<file path="src/sv/assert_macros.svh">
// Assertion macros used by the RTL of the line sensor position estimator.
// Each macro samples on clk_i and is disabled while rst_ni is low.
`ifndef ASSERT_MACROS_SVH
`define ASSERT_MACROS_SVH

// Same-cycle implication.
`define ASSERT_IMPLIES(lbl, ante, cons, msg) \
  lbl: assert property (@(posedge clk_i) disable iff (!rst_ni) (ante) |-> (cons)) \
    else $error(msg);

// Next-cycle implication.
`define ASSERT_NEXT(lbl, ante, cons, msg) \
  lbl: assert property (@(posedge clk_i) disable iff (!rst_ni) (ante) |=> (cons)) \
    else $error(msg);

`endif

</file>
<file path="src/sv/lspe_pkg.sv">
// Package for the line sensor position estimator: widths, reset values,
// item kinds, register indexes and sequencer states. No dependencies.
package lspe_pkg;

  localparam int DEFAULT_SENSOR_COUNT = 9;
  localparam int DEFAULT_TIMEOUT      = 2500;

  localparam int KIND_W    = 2;
  localparam int IDX_IN_W  = 4;
  localparam int TIME_W    = 12;
  localparam int NORM_W    = 10;
  localparam int POS_W     = 13;
  localparam int WSUM_W    = 27;
  localparam int WGT_W     = 14;
  localparam int CFG_IDX_W = 2;
  localparam int CFG_W     = 12;

  localparam int S_DATA_W = 16;
  localparam int S_USER_W = 2;
  localparam int M_DATA_W = 16;
  localparam int M_USER_W = 2;

  localparam int FULL_SCALE = 1000;
  localparam int POS_MAX    = 8191;
  localparam int HELD_RESET = 4000;

  localparam int PRESET_MIN_RST = 45;
  localparam int PRESET_MAX_RST = 600;
  localparam int NOISE_RST      = 100;
  localparam int CONF_RST       = 500;

  typedef enum logic [KIND_W-1:0] {
    KIND_MEASURE   = 2'd0,
    KIND_CALIBRATE = 2'd1,
    KIND_CLEAR     = 2'd2,
    KIND_PRESET    = 2'd3
  } kind_e;

  typedef enum logic [CFG_IDX_W-1:0] {
    REG_PRESET_MIN  = 2'd0,
    REG_PRESET_MAX  = 2'd1,
    REG_NOISE_FLOOR = 2'd2,
    REG_CONFIDENCE  = 2'd3
  } cfg_reg_e;

  typedef enum logic [3:0] {
    ST_IDLE,
    ST_SCALE,
    ST_MUL,
    ST_DIV_NORM,
    ST_PROD,
    ST_ACCUM,
    ST_CHECK,
    ST_DIV_POS,
    ST_FINISH
  } state_e;

endpackage

</file>
<file path="src/sv/line_sensor_position_estimator.sv">
// Line sensor position estimator, top level; uses lspe_pkg and assert_macros.svh.
// Clear, preset, calibrate and out-of-range items are taken in idle; a measurement item keeps tready low
// through scale, multiply, the shared radix-2 divider, product and accumulate, so no new item is taken
// until it is done. The last sensor then adds check, a second division and finish, or only check and finish
// when no sensor is above the noise floor; a waiting result stalls only the next frame end.
// Reset (async, low) loads the tables to timeout/zero, clears sums, sets position 4000.
`include "assert_macros.svh"

module line_sensor_position_estimator #(
  parameter int SENSOR_COUNT = lspe_pkg::DEFAULT_SENSOR_COUNT,
  parameter int TIMEOUT      = lspe_pkg::DEFAULT_TIMEOUT
) (
  input  logic                           clk_i,
  input  logic                           rst_ni,
  // Input items.
  input  logic                           s_axis_tvalid_i,
  output logic                           s_axis_tready_o,
  input  logic [lspe_pkg::S_DATA_W-1:0]  s_axis_tdata_i,  // sensor_index[3:0], raw_time[15:4]
  input  logic [lspe_pkg::S_USER_W-1:0]  s_axis_tuser_i,  // kind[1:0]
  // Result items.
  output logic                           m_axis_tvalid_o,
  input  logic                           m_axis_tready_i,
  output logic [lspe_pkg::M_DATA_W-1:0]  m_axis_tdata_o,  // line_position[12:0], zeros[15:13]
  output logic [lspe_pkg::M_USER_W-1:0]  m_axis_tuser_o,  // position_fresh[0], line_detected[1]
  // Register writes.
  input  logic                           cfg_valid_i,
  output logic                           cfg_ready_o,
  input  logic [lspe_pkg::CFG_IDX_W-1:0] cfg_index_i,
  input  logic [lspe_pkg::CFG_W-1:0]     cfg_data_i
);
  import lspe_pkg::*;

  localparam int IDX_W   = (SENSOR_COUNT > 1) ? $clog2(SENSOR_COUNT) : 1;
  localparam int DPROD_W = TIME_W + NORM_W;           // delta * 1000
  localparam int PROD_W  = NORM_W + WGT_W;            // norm * sensor weight
  localparam int CNT_W   = $clog2(WSUM_W + 1);
  localparam int THR_W   = NORM_W + $clog2(SENSOR_COUNT + 1);
  localparam int LIMIT_RAW = (SENSOR_COUNT - 1) * FULL_SCALE;
  localparam int POS_LIMIT = (LIMIT_RAW < POS_MAX) ? LIMIT_RAW : POS_MAX;

  localparam logic [TIME_W-1:0]   TIMEOUT_V = TIME_W'(TIMEOUT);
  localparam logic [IDX_IN_W-1:0] LAST_IDX  = IDX_IN_W'(SENSOR_COUNT - 1);
  localparam logic [CNT_W-1:0]    NORM_STEPS = CNT_W'(DPROD_W);
  localparam logic [CNT_W-1:0]    POS_STEPS  = CNT_W'(WSUM_W);
  localparam logic [WGT_W-1:0]    WGT_MAX  = {WGT_W{1'b1}};
  localparam logic [WSUM_W-1:0]   WSUM_MAX = {WSUM_W{1'b1}};

  state_e state_q, state_d;

  // Configuration registers.
  logic [TIME_W-1:0] preset_min_q, preset_max_q;
  logic [NORM_W-1:0] noise_floor_q, confidence_q;

  // Calibration tables and frame accumulators.
  logic [TIME_W-1:0] cal_low_q  [SENSOR_COUNT];
  logic [TIME_W-1:0] cal_high_q [SENSOR_COUNT];
  logic [WSUM_W-1:0] weighted_sum_q;
  logic [WGT_W-1:0]  weight_sum_q;
  logic [WGT_W-1:0]  frame_total_q;
  logic [POS_W-1:0]  held_pos_q;

  // Per-item working registers.
  logic [IDX_IN_W-1:0] idx_q;
  logic [TIME_W-1:0]   raw_q;
  logic [TIME_W-1:0]   span_q, delta_q;
  logic [WGT_W-1:0]    weight_q;
  logic [NORM_W-1:0]   norm_q;
  logic [PROD_W-1:0]   product_q;

  // Shared divider.
  logic [WSUM_W-1:0] div_num_q, div_quo_q;
  logic [WGT_W-1:0]  div_den_q;
  logic [WGT_W:0]    div_rem_q;
  logic [CNT_W-1:0]  div_cnt_q;
  logic [WGT_W:0]    rem_shift, rem_next;
  logic              rem_ge;

  // Result register.
  logic             m_valid_q;
  logic [POS_W-1:0] m_pos_q;
  logic             m_fresh_q, m_detect_q;

  logic              in_accept, in_range, out_free, fresh, detected;
  logic              in_div, frame_done;
  kind_e             in_kind;
  logic [IDX_IN_W-1:0] in_idx;
  logic [TIME_W-1:0] in_raw, raw_sat;
  logic [IDX_W-1:0]  in_sel, cur_sel;
  logic [TIME_W-1:0] cur_lo, cur_hi, span_w, delta_w;
  logic [POS_W-1:0]  pos_w;
  logic [THR_W-1:0]  threshold;
  logic [WGT_W:0]    ft_sum, ws_sum;
  logic [WSUM_W:0]   wsum_sum;

  assign in_kind   = kind_e'(s_axis_tuser_i[KIND_W-1:0]);
  assign in_idx    = s_axis_tdata_i[IDX_IN_W-1:0];
  assign in_raw    = s_axis_tdata_i[IDX_IN_W +: TIME_W];
  assign raw_sat   = (in_raw > TIMEOUT_V) ? TIMEOUT_V : in_raw;
  assign in_range  = {1'b0, in_idx} < (IDX_IN_W+1)'(SENSOR_COUNT);
  assign in_sel    = in_idx[IDX_W-1:0];
  assign in_accept = s_axis_tvalid_i && s_axis_tready_o;
  assign cur_sel   = idx_q[IDX_W-1:0];
  assign out_free  = !m_valid_q || m_axis_tready_i;
  assign cfg_ready_o = 1'b1;
  assign in_div     = (state_q == ST_DIV_NORM) || (state_q == ST_DIV_POS);
  assign frame_done = (state_q == ST_FINISH) && out_free;

  // Span and clamped offset of the current sample.
  assign cur_lo  = cal_low_q[cur_sel];
  assign cur_hi  = cal_high_q[cur_sel];
  assign span_w  = (cur_hi > cur_lo) ? (cur_hi - cur_lo) : TIME_W'(1);
  always_comb begin
    delta_w = (raw_q > cur_lo) ? (raw_q - cur_lo) : '0;
    if (delta_w > span_w) begin
      delta_w = span_w;
    end
  end

  // One restoring division step.
  assign rem_shift = {div_rem_q[WGT_W-1:0], div_num_q[WSUM_W-1]};
  assign rem_ge    = rem_shift >= {1'b0, div_den_q};
  assign rem_next  = rem_ge ? (rem_shift - {1'b0, div_den_q}) : rem_shift;

  // Saturating accumulator sums.
  assign ft_sum   = {1'b0, frame_total_q} + (WGT_W+1)'(norm_q);
  assign ws_sum   = {1'b0, weight_sum_q} + (WGT_W+1)'(norm_q);
  assign wsum_sum = {1'b0, weighted_sum_q} + (WSUM_W+1)'(product_q);

  // End-of-frame figures.
  assign fresh     = weight_sum_q != '0;
  assign pos_w     = (div_quo_q > WSUM_W'(POS_LIMIT)) ? POS_W'(POS_LIMIT)
                                                      : div_quo_q[POS_W-1:0];
  assign threshold = THR_W'(confidence_q) * THR_W'(SENSOR_COUNT);
  assign detected  = (THR_W'(frame_total_q)) >= threshold;

  always_ff @(posedge clk_i or negedge rst_ni) begin
    if (!rst_ni) begin
      state_q <= ST_IDLE;
    end else begin
      state_q <= state_d;
    end
  end

  always_comb begin
    state_d         = state_q;
    s_axis_tready_o = 1'b0;
    unique case (state_q)
      ST_IDLE: begin
        s_axis_tready_o = 1'b1;
        if (s_axis_tvalid_i && in_kind == KIND_MEASURE && in_range) begin
          state_d = ST_SCALE;
        end
      end
      ST_SCALE:    state_d = ST_MUL;
      ST_MUL:      state_d = ST_DIV_NORM;
      ST_DIV_NORM: if (div_cnt_q == CNT_W'(1)) state_d = ST_PROD;
      ST_PROD:     state_d = ST_ACCUM;
      ST_ACCUM:    state_d = (idx_q == LAST_IDX) ? ST_CHECK : ST_IDLE;
      ST_CHECK:    state_d = fresh ? ST_DIV_POS : ST_FINISH;
      ST_DIV_POS:  if (div_cnt_q == CNT_W'(1)) state_d = ST_FINISH;
      ST_FINISH:   if (out_free) state_d = ST_IDLE;
      default:     state_d = ST_IDLE;
    endcase
  end

  // Registers, tables, accumulators and result flag.
  always_ff @(posedge clk_i or negedge rst_ni) begin
    if (!rst_ni) begin
      preset_min_q   <= TIME_W'(PRESET_MIN_RST);
      preset_max_q   <= TIME_W'(PRESET_MAX_RST);
      noise_floor_q  <= NORM_W'(NOISE_RST);
      confidence_q   <= NORM_W'(CONF_RST);
      for (int i = 0; i < SENSOR_COUNT; i++) begin
        cal_low_q[i]  <= TIMEOUT_V;
        cal_high_q[i] <= '0;
      end
      weighted_sum_q <= '0;
      weight_sum_q   <= '0;
      frame_total_q  <= '0;
      held_pos_q     <= POS_W'(HELD_RESET);
      m_valid_q      <= 1'b0;
    end else begin
      if (cfg_valid_i) begin
        unique case (cfg_reg_e'(cfg_index_i))
          REG_PRESET_MIN:  preset_min_q  <= cfg_data_i;
          REG_PRESET_MAX:  preset_max_q  <= cfg_data_i;
          REG_NOISE_FLOOR: noise_floor_q <= cfg_data_i[NORM_W-1:0];
          REG_CONFIDENCE:  confidence_q  <= cfg_data_i[NORM_W-1:0];
        endcase
      end

      if (in_accept) begin
        unique case (in_kind)
          KIND_CLEAR: begin
            for (int i = 0; i < SENSOR_COUNT; i++) begin
              cal_low_q[i]  <= TIMEOUT_V;
              cal_high_q[i] <= '0;
            end
          end
          KIND_PRESET: begin
            for (int i = 0; i < SENSOR_COUNT; i++) begin
              cal_low_q[i]  <= preset_min_q;
              cal_high_q[i] <= preset_max_q;
            end
          end
          KIND_CALIBRATE: begin
            if (in_range) begin
              if (raw_sat < cal_low_q[in_sel]) cal_low_q[in_sel] <= raw_sat;
              if (raw_sat > cal_high_q[in_sel]) cal_high_q[in_sel] <= raw_sat;
            end
          end
          KIND_MEASURE: ;
        endcase
      end

      if (state_q == ST_ACCUM) begin
        frame_total_q <= ft_sum[WGT_W] ? WGT_MAX : ft_sum[WGT_W-1:0];
        if (norm_q > noise_floor_q) begin
          weight_sum_q   <= ws_sum[WGT_W] ? WGT_MAX : ws_sum[WGT_W-1:0];
          weighted_sum_q <= wsum_sum[WSUM_W] ? WSUM_MAX : wsum_sum[WSUM_W-1:0];
        end
      end

      if (frame_done) begin
        m_valid_q      <= 1'b1;
        if (fresh) held_pos_q <= pos_w;
        weighted_sum_q <= '0;
        weight_sum_q   <= '0;
        frame_total_q  <= '0;
      end else if (m_axis_tready_i) begin
        m_valid_q <= 1'b0;
      end
    end
  end

  // Working registers, the shared divider and the result fields.
  always_ff @(posedge clk_i) begin
    if (in_accept) begin
      idx_q <= in_idx;
      raw_q <= raw_sat;
    end
    unique case (state_q)
      ST_SCALE: begin
        span_q   <= span_w;
        delta_q  <= delta_w;
        weight_q <= WGT_W'(idx_q) * WGT_W'(FULL_SCALE);
      end
      ST_MUL: begin
        div_num_q <= {DPROD_W'(delta_q) * DPROD_W'(FULL_SCALE), {(WSUM_W-DPROD_W){1'b0}}};
        div_den_q <= WGT_W'(span_q);
        div_rem_q <= '0;
        div_quo_q <= '0;
        div_cnt_q <= NORM_STEPS;
      end
      ST_CHECK: begin
        div_num_q <= weighted_sum_q;
        div_den_q <= weight_sum_q;
        div_rem_q <= '0;
        div_quo_q <= '0;
        div_cnt_q <= POS_STEPS;
      end
      ST_DIV_NORM, ST_DIV_POS: begin
        div_num_q <= {div_num_q[WSUM_W-2:0], 1'b0};
        div_rem_q <= rem_next;
        div_quo_q <= {div_quo_q[WSUM_W-2:0], rem_ge};
        div_cnt_q <= div_cnt_q - CNT_W'(1);
      end
      ST_PROD: begin
        // The quotient of the scaling division never exceeds full scale.
        norm_q    <= div_quo_q[NORM_W-1:0];
        product_q <= PROD_W'(div_quo_q[NORM_W-1:0]) * PROD_W'(weight_q);
      end
      ST_FINISH: begin
        if (out_free) begin
          m_pos_q    <= fresh ? pos_w : held_pos_q;
          m_fresh_q  <= fresh;
          m_detect_q <= detected;
        end
      end
      ST_IDLE, ST_ACCUM: ;
      default: ;
    endcase
  end

  assign m_axis_tvalid_o = m_valid_q;
  assign m_axis_tdata_o  = M_DATA_W'(m_pos_q);
  assign m_axis_tuser_o  = {m_detect_q, m_fresh_q};

  `ASSERT_IMPLIES(a_held_in_range, 1'b1, held_pos_q <= POS_W'(POS_MAX), "held position range")
  `ASSERT_IMPLIES(a_div_count_live, in_div, div_cnt_q != '0, "divider ran past its last step")
  `ASSERT_NEXT(a_frame_cleared, frame_done, (frame_total_q == '0) && m_valid_q, "sums not cleared")

endmodule

</file>
<file path="config.mk">
export PLATFORM = sky130hd
export DESIGN_NAME = line_sensor_position_estimator
export DESIGN_NICKNAME = d
export VERILOG_FILES = /design/src/sv/lspe_pkg.sv /design/src/sv/line_sensor_position_estimator.sv
export VERILOG_INCLUDE_DIRS = /design/src /design/src/sv
export SDC_FILE = /design/constraint.sdc
export NUM_CORES = 2
export LEC_CHECK = 0
export BUFFER_PORTS_ARGS = -buffer_cell sky130_fd_sc_hd__buf_2
export CAP_MARGIN = 40
export CORE_MARGIN = 2
export CORE_UTILIZATION = 65
export CTS_BUF_LIST = sky130_fd_sc_hd__clkbuf_8
export DETAILED_ROUTE_END_ITERATION = 7
export GPL_ROUTABILITY_DRIVEN = 1
export MAX_ROUTING_LAYER = met4
export PLACE_DENSITY = 0.82
export SYNTH_ARGS = -nofsm -noshare
export SYNTH_HDL_FRONTEND = slang
export SYNTH_SLANG_ARGS = --single-unit
</file>
<file path="constraint.sdc">
create_clock -name clk_i -period 8 [get_ports clk_i]
set_input_delay 1.6 -clock clk_i [delete_from_list [all_inputs] [get_ports clk_i]]
set_output_delay 1.6 -clock clk_i [all_outputs]
set_load 0.01 [all_outputs]
</file>
* Yosys cells after proc, flatten, opt, wreduce, memory -nomap -nowiden
Cells that the tools add are included.
Cells by class: add/subtract/negate cells 7, multiply operators 4, div/mod/pow operators 0, $lt $le $gt $ge 14, eq/ne operators 23, shift-type cells 0, mux-type cells 55, bitwise logic cells 2, reductions and logical operators 29
Operators with widths (number):
- 108-bit case mux with 3 select lines | 2
- 108-bit 2-to-1 mux | 4
- 108-bit bitwise mux | 2
- 12-bit binary-select mux with 4-bit select | 4
- 12-bit 2-to-1 mux | 13
- 14-bit 2-to-1 mux | 8
- 27-bit 2-to-1 mux | 4
- 27-bit case mux with 3 select lines | 1
- 14-bit case mux with 2 select lines | 2
- 27-bit case mux with 2 select lines | 1
- 12-bit demux with 4-bit select | 1
- 12-bit > comparator | 4
- 4-bit case mux with 9 select lines | 1
- 14-bit by 10-bit adder with 15-bit output | 2
- 27-bit by 24-bit adder with 28-bit output | 1
- 27-bit by 13-bit > comparator with 1-bit output (second input constant) | 1
- 13-bit 2-to-1 mux | 2
- 12-bit subtractor | 2
- 10-bit by 11-bit multiplier with 21-bit output | 1
- 4-bit 2-to-1 mux | 5
- 12-bit by 7-bit multiplier with 19-bit output (second input constant) | 1
- 4-bit by 3-bit equality test with 1-bit output (second input constant) | 4
- 15-bit by 14-bit greater-or-equal comparator with 1-bit output | 1
- 5-bit case mux with 3 select lines | 1
- other kinds (33) | 66
Storage, ports and cells: register bits 517, bits in latches 0, RAM bits 0, memory bits (read-only) 0, output and inout port bits 21, word-level logic and storage cells 177, memories 0

* Logic depth before layout (Yosys ltp)
depth after elaboration 9, mapped depth 29, depth with buffers taken out 23

* Worst setup path before layout
OpenSTA, ideal clock, no wires.
path kind reg2reg, from register idx_q[0] (netlist: cur_sel[0]), to register delta_q[10], data pin, data arrival time 6020 ps, slack 1720 ps, stages on the path, launching flop included 27, period minus slack after synthesis 6280 ps, cell sequence edfxtp_1 -> clkbuf_1 -> buf_1 -> mux4_2 -> nand2_1 -> a21oi_1 -> a21oi_1 -> ha_1 -> inv_1 -> fa_1 -> a21o_1 -> a221oi_1 -> o21bai_1 -> a21oi_1 -> nor2_1 -> o31a_1 -> clkbuf_1 -> nand2_1 -> ha_1 -> a21o_1 -> a21o_1 -> a21oi_1 -> nor2_1 -> a2111oi_0 -> nor2_1 -> clkbuf_1 -> mux2_2
On the way: cells in the longest elaborated chain, start to end 8, elaborated cells between the ends (all ways) 15, classes of those cells 2 x add/sub; 3 x order compare; 9 x mux; 1 x bitwise
Ends and longest elaborated chain:
- start: declaration | line line_sensor_position_estimator.sv:63 | logic [IDX_IN_W-1:0] idx_q;
- start signal: assignment | line line_sensor_position_estimator.sv:239 | idx_q <= in_idx;
- 4-bit NOT with 5-bit output (not written as such) * | line line_sensor_position_estimator.sv:109, line_sensor_position_estimator.sv:110
- 12-bit binary-select mux with 4-bit select (on tied branches) | line line_sensor_position_estimator.sv:109, line_sensor_position_estimator.sv:110
- 12-bit 2-to-1 mux (on tied branches) (2 in a row) | line line_sensor_position_estimator.sv:109, line_sensor_position_estimator.sv:110
- 12-bit subtractor, or another cell as far along | line line_sensor_position_estimator.sv:113 | delta_w = (raw_q > cur_lo) ? (raw_q - cur_lo) : '0;
- 12-bit 2-to-1 mux (on tied branches) | line line_sensor_position_estimator.sv:113, line_sensor_position_estimator.sv:111
- 12-bit > comparator | line line_sensor_position_estimator.sv:114 | if (delta_w > span_w) begin
- 12-bit 2-to-1 mux * | line line_sensor_position_estimator.sv:114
- named net delta_w[10] | line line_sensor_position_estimator.sv:89 | logic [TIME_W-1:0] cur_lo, cur_hi, span_w, delta_w;
- end signal: assignment | line line_sensor_position_estimator.sv:245 | delta_q <= delta_w;
- end: declaration | line line_sensor_position_estimator.sv:65 | logic [TIME_W-1:0] span_q, delta_q;
Mark *: on every way through the listed nets, which the timed path passes. The rest lies on a longest branch. The select of a mux whose other input is x is not followed. A chain may end at the register's enable or synchronous reset.

* Worst setup path in the final report
from register idx_q[1] (netlist: cur_sel[1]), to register delta_q[10], data pin
Same word-level chain as after synthesis.

==> flow_summary_export.csv <==
group,metric,value,unit
drt,totalWireLength,101000,microns
floorplanning,fp-row-count,86,
drt,drtAntennaViolNets,0,
setup_path,reg2reg_slack,1.38,ns
setup_path,timing.reg2reg.worst_path_depth,23,
drt,viasPerCell,6.71,
sta,slew_headroom,0.314,
sta,slew_viol_final,0,
synthesis,postSynth.asyncResetShare,0.643,
setup_path,cpMostUsedCell,"buf_4",
final_layout,fillers,3888,
synthesis,synth-seq-cells,515,
clock_tree,cts_resized,0,
hold_path,hold_end,"weighted_sum_q[1]",
grt,grt_use_total,0.373,
synthesis,ys_types,83,
setup_path,r2r_start,"cur_sel[1]",
sta,min_period_over_period,0.827,
floorplanning,io_pins,58,
final_layout,multi_input_area,20200,sq um
setup_path,critPathCaptureType,"register",
synthesis,synth.cell_area,35800,sq um
placement,io_buffer_count,53,
clock_tree,cts.clk_slew.worst_paths,0.06,ns
clock_tree,clock_latency,0.75,ns
synthesis,syn_inst,3411,
final_layout,syn_to_final_growth,8.59,%
hold_path,hp-start,"weighted_sum_q[1]",
synthesis,yosysWarningCount,0,
floorplanning,coreArea,54800,sq um
synthesis,synth-main-ff-cell,"dfrtp_1",
setup_path,crit_buf_inv,3,
drt,detail_route.first_pass.iterations,5,
job,drv_cap,0,
setup_path,max_stage_delay,0.49,ns
sta,fin_crit,6.62,ns
drt,drt_iter0_markers,2913,
clock_tree,tritoncts,"yes",
sta,finalSetupTns,0,ns
final_layout,drive_gt1_frac,0.149,
drt,wl_per_cell,24.0,microns
setup_path,cp.depth,23,
clock_tree,htreeDepth,3,
status,status,"completed",
floorplanning,die_h,239,microns
placement,gp_congestion,0.995,
grt,grt_pass1_vias,28800,
setup_path,cp_max_fo,33,
synthesis,synth_edf_count,184,
grt,overflow,0,
sta,finalSetupViolations,0,
setup_path,start_kind,"register",
clock_tree,clk_path_buf_depth,3,
setup_path,cp.arrival,7.08,ns
grt,grt_pass1_wl,160000,microns
clock_tree,cts_hold_buf,0,
grt,grt_max_degree,166,
setup_path,required,8.46,ns
floorplanning,die_w,239,microns
placement,hpwl,72300,microns
clock_tree,post_cts_buffers,0,
floorplanning,initial_core_util,0.653,
setup_path,cp_top_family,"compound AO/OA/AOI/OAI gates",
final_layout,fin_nets,3863,
clock_tree,cts_buffers,89,
synthesis,synth-seq-area-share,0.388,
hold_path,worstHoldPathType,"reg2reg",
hold_path,holdPathStages,2,
setup_path,worst-setup-path-type,"reg2reg",
sta,skew,0.0580,ns
grt,antenna_found_initial,2,
setup_path,crit_path_top_delay_cell,"a2111oi_0",
floorplanning,dieArea,57000,sq um
setup_path,worstPathCellList,"buf_4, buf_4, mux4_2, mux2i_1, o21ai_0, ha_1, and3_1, a221oi_1, o21bai_1, a21oi_1, nor2_1, o31a_1, nand2_1, ha_1, nor2b_1, o21ai_0, nand2b_1, a21oi_1, nor3_1, a2111oi_0, nor2_1, buf_4, mux2_2",
sta,hold_viol_final,0,
clock_tree,cts.sinks,515,
sta,rsz0062_at_grt,"false",
synthesis,avgSynthCellArea,10.5,sq um
sta,clock.fmax,151,MHz
sta,worst_pin_slew,1.03,ns
drt,vias,28300,
setup_path,r2r-end,"delta_q[10]",
clock_tree,root_buffer,"clkbuf_8",
drt,post-route-drc-count,0,
final_layout,area.sequential,13900,sq um
==> layout by cell type, fill, tap and decap left out, drive strengths merged, types with 8 or more instances in the layout <==
cell and n:
nor3 53, xor2 37, o211ai 24, nand3b 8, edfxtp 184, buf 129, a21o 58, o21ai 306
and2 75, or3 13, and3 40, a22o 192, a22oi 24, xnor2 62, nor2 139, o22a 8
nand3 54, clkbuf 112, nor4 14, inv 278, nand2 278, mux2i 58, mux2 60, a31o 8
mux4 96, ha 269, a211oi 26, clkinv 26, or2 10, dfrtp 263, fa 122, nor2b 30
o21bai 16, nand2b 30, a21oi 189, a31oi 16, nand4 29, dfstp 68, o21a 20, o31ai 9
==> layer usage <==
| metal | vias up | track usage | share of wire |
|---|---|---|---|
| met3 | 411 | 0.0789 | 0.085 |
| li1 | 12500 | - | - |
| met5 | - | - | 0 |
| met2 | 1481 | 0.581 | 0.47 |
| met1 | 13900 | 0.459 | 0.38 |
| met4 | 0 | 0.204 | 0.062 |
==> synthesized netlist by cell type (all sizes together) (44+ instances only) <==
cell type  number  area [sq um]
a21o           58           435
a21oi         189           946
a22o          192          1680
and2           75           469
buf            44           235
clkbuf        154           578
dfrtp         263          6580
dfstp          68          1790
edfxtp        184          5530
fa            122          2440
ha            269          3370
inv           252           946
mux2           60           676
mux2i          58           581
mux4           96          2160
nand2         278          1040
nand3          54           270
nor2          139           522
nor3           53           265
o21ai         306          1530
xnor2          62           543
==> flip-flops by register name, summed over array words and instances, names as in the netlist, 11 cells and up <==
register	cells
weight_q	11
span_q	12
delta_q	12
frame_total_q	14
div_den_q	14
raw_q	12
weight_sum_q	14
cal_low_q	108
div_quo_q	27
div_num_q	27
m_pos_q	13
weighted_sum_q	25
held_pos_q	13
preset_min_q	12
cal_high_q	108
product_q	21
preset_max_q	12
div_rem_q	14
==> worst register-to-register path, delay by kind of cell, from the launching register on <==
family	cells	cell delay [ns]
compound gates	8	2.22
fa+ha+maj	2	0.63
buf+inv	3	1.17
flops	1	0.34
mux	3	1.00
simple gates	7	0.99
==> per-stage QoR <==
step / hold WS, ns / setup slack [ns] / area, sq um / util / std cells
floorplan: 0.439 / 1.72 / 35800 / - / 3413
global placement: 0.451 / 1.58 / 36700 / 0.669 / 4027
detailed placement: 0.469 / 1.54 / 36900 / 0.674 / 4048
CTS: 0.482 / 1.51 / 38900 / 0.709 / 4216
global route: 0.510 / 0.751 / 38900 / 0.710 / 4218
finish: 0.481 / 1.38 / 38900 / 0.710 / 4219
==> cells by family after synthesis <==
family / Yosys count / synth area share
AO/OA/AOI/OAI: 952 / 0.174
XOR/XNOR: 99 / 0.0242
adder cells (fa/ha/maj): 391 / 0.162
buffers and inverters: 451 / 0.0493
flip-flops: 515 / 0.388
multiplexers: 214 / 0.0955
other: 2 / 0.000210
AND/OR/NAND/NOR: 787 / 0.106
==> final cells by class <==
class / count / area share
Sequential cell: 515 / 0.357
Tap cell: 704 / 0.0227
Multi-Input combinational cell: 2447 / 0.520
Clock buffer: 112 / 0.0397
Inverter: 253 / 0.0244
Clock inverter: 56 / 0.0108
Timing Repair Buffer: 129 / 0.0247
Antenna cell: 3 / 0.000193
==> worst max-delay path by stage <==
stage,to,from,slack [ns]
3_5_place_dp,delta_q[10],cur_sel[1],1.54
6_report,delta_q[10],cur_sel[1],1.38
3_3_place_gp,delta_q[10],cur_sel[1],1.58
2_1_floorplan,delta_q[10],cur_sel[0],1.72
5_1_grt,delta_q[10],cur_sel[1],0.75
4_1_cts,delta_q[10],cur_sel[1],1.51
Power is left out: the tool's default activity adds up to more than one toggle a clock period on the data nets, which glitch-free logic cannot reach.
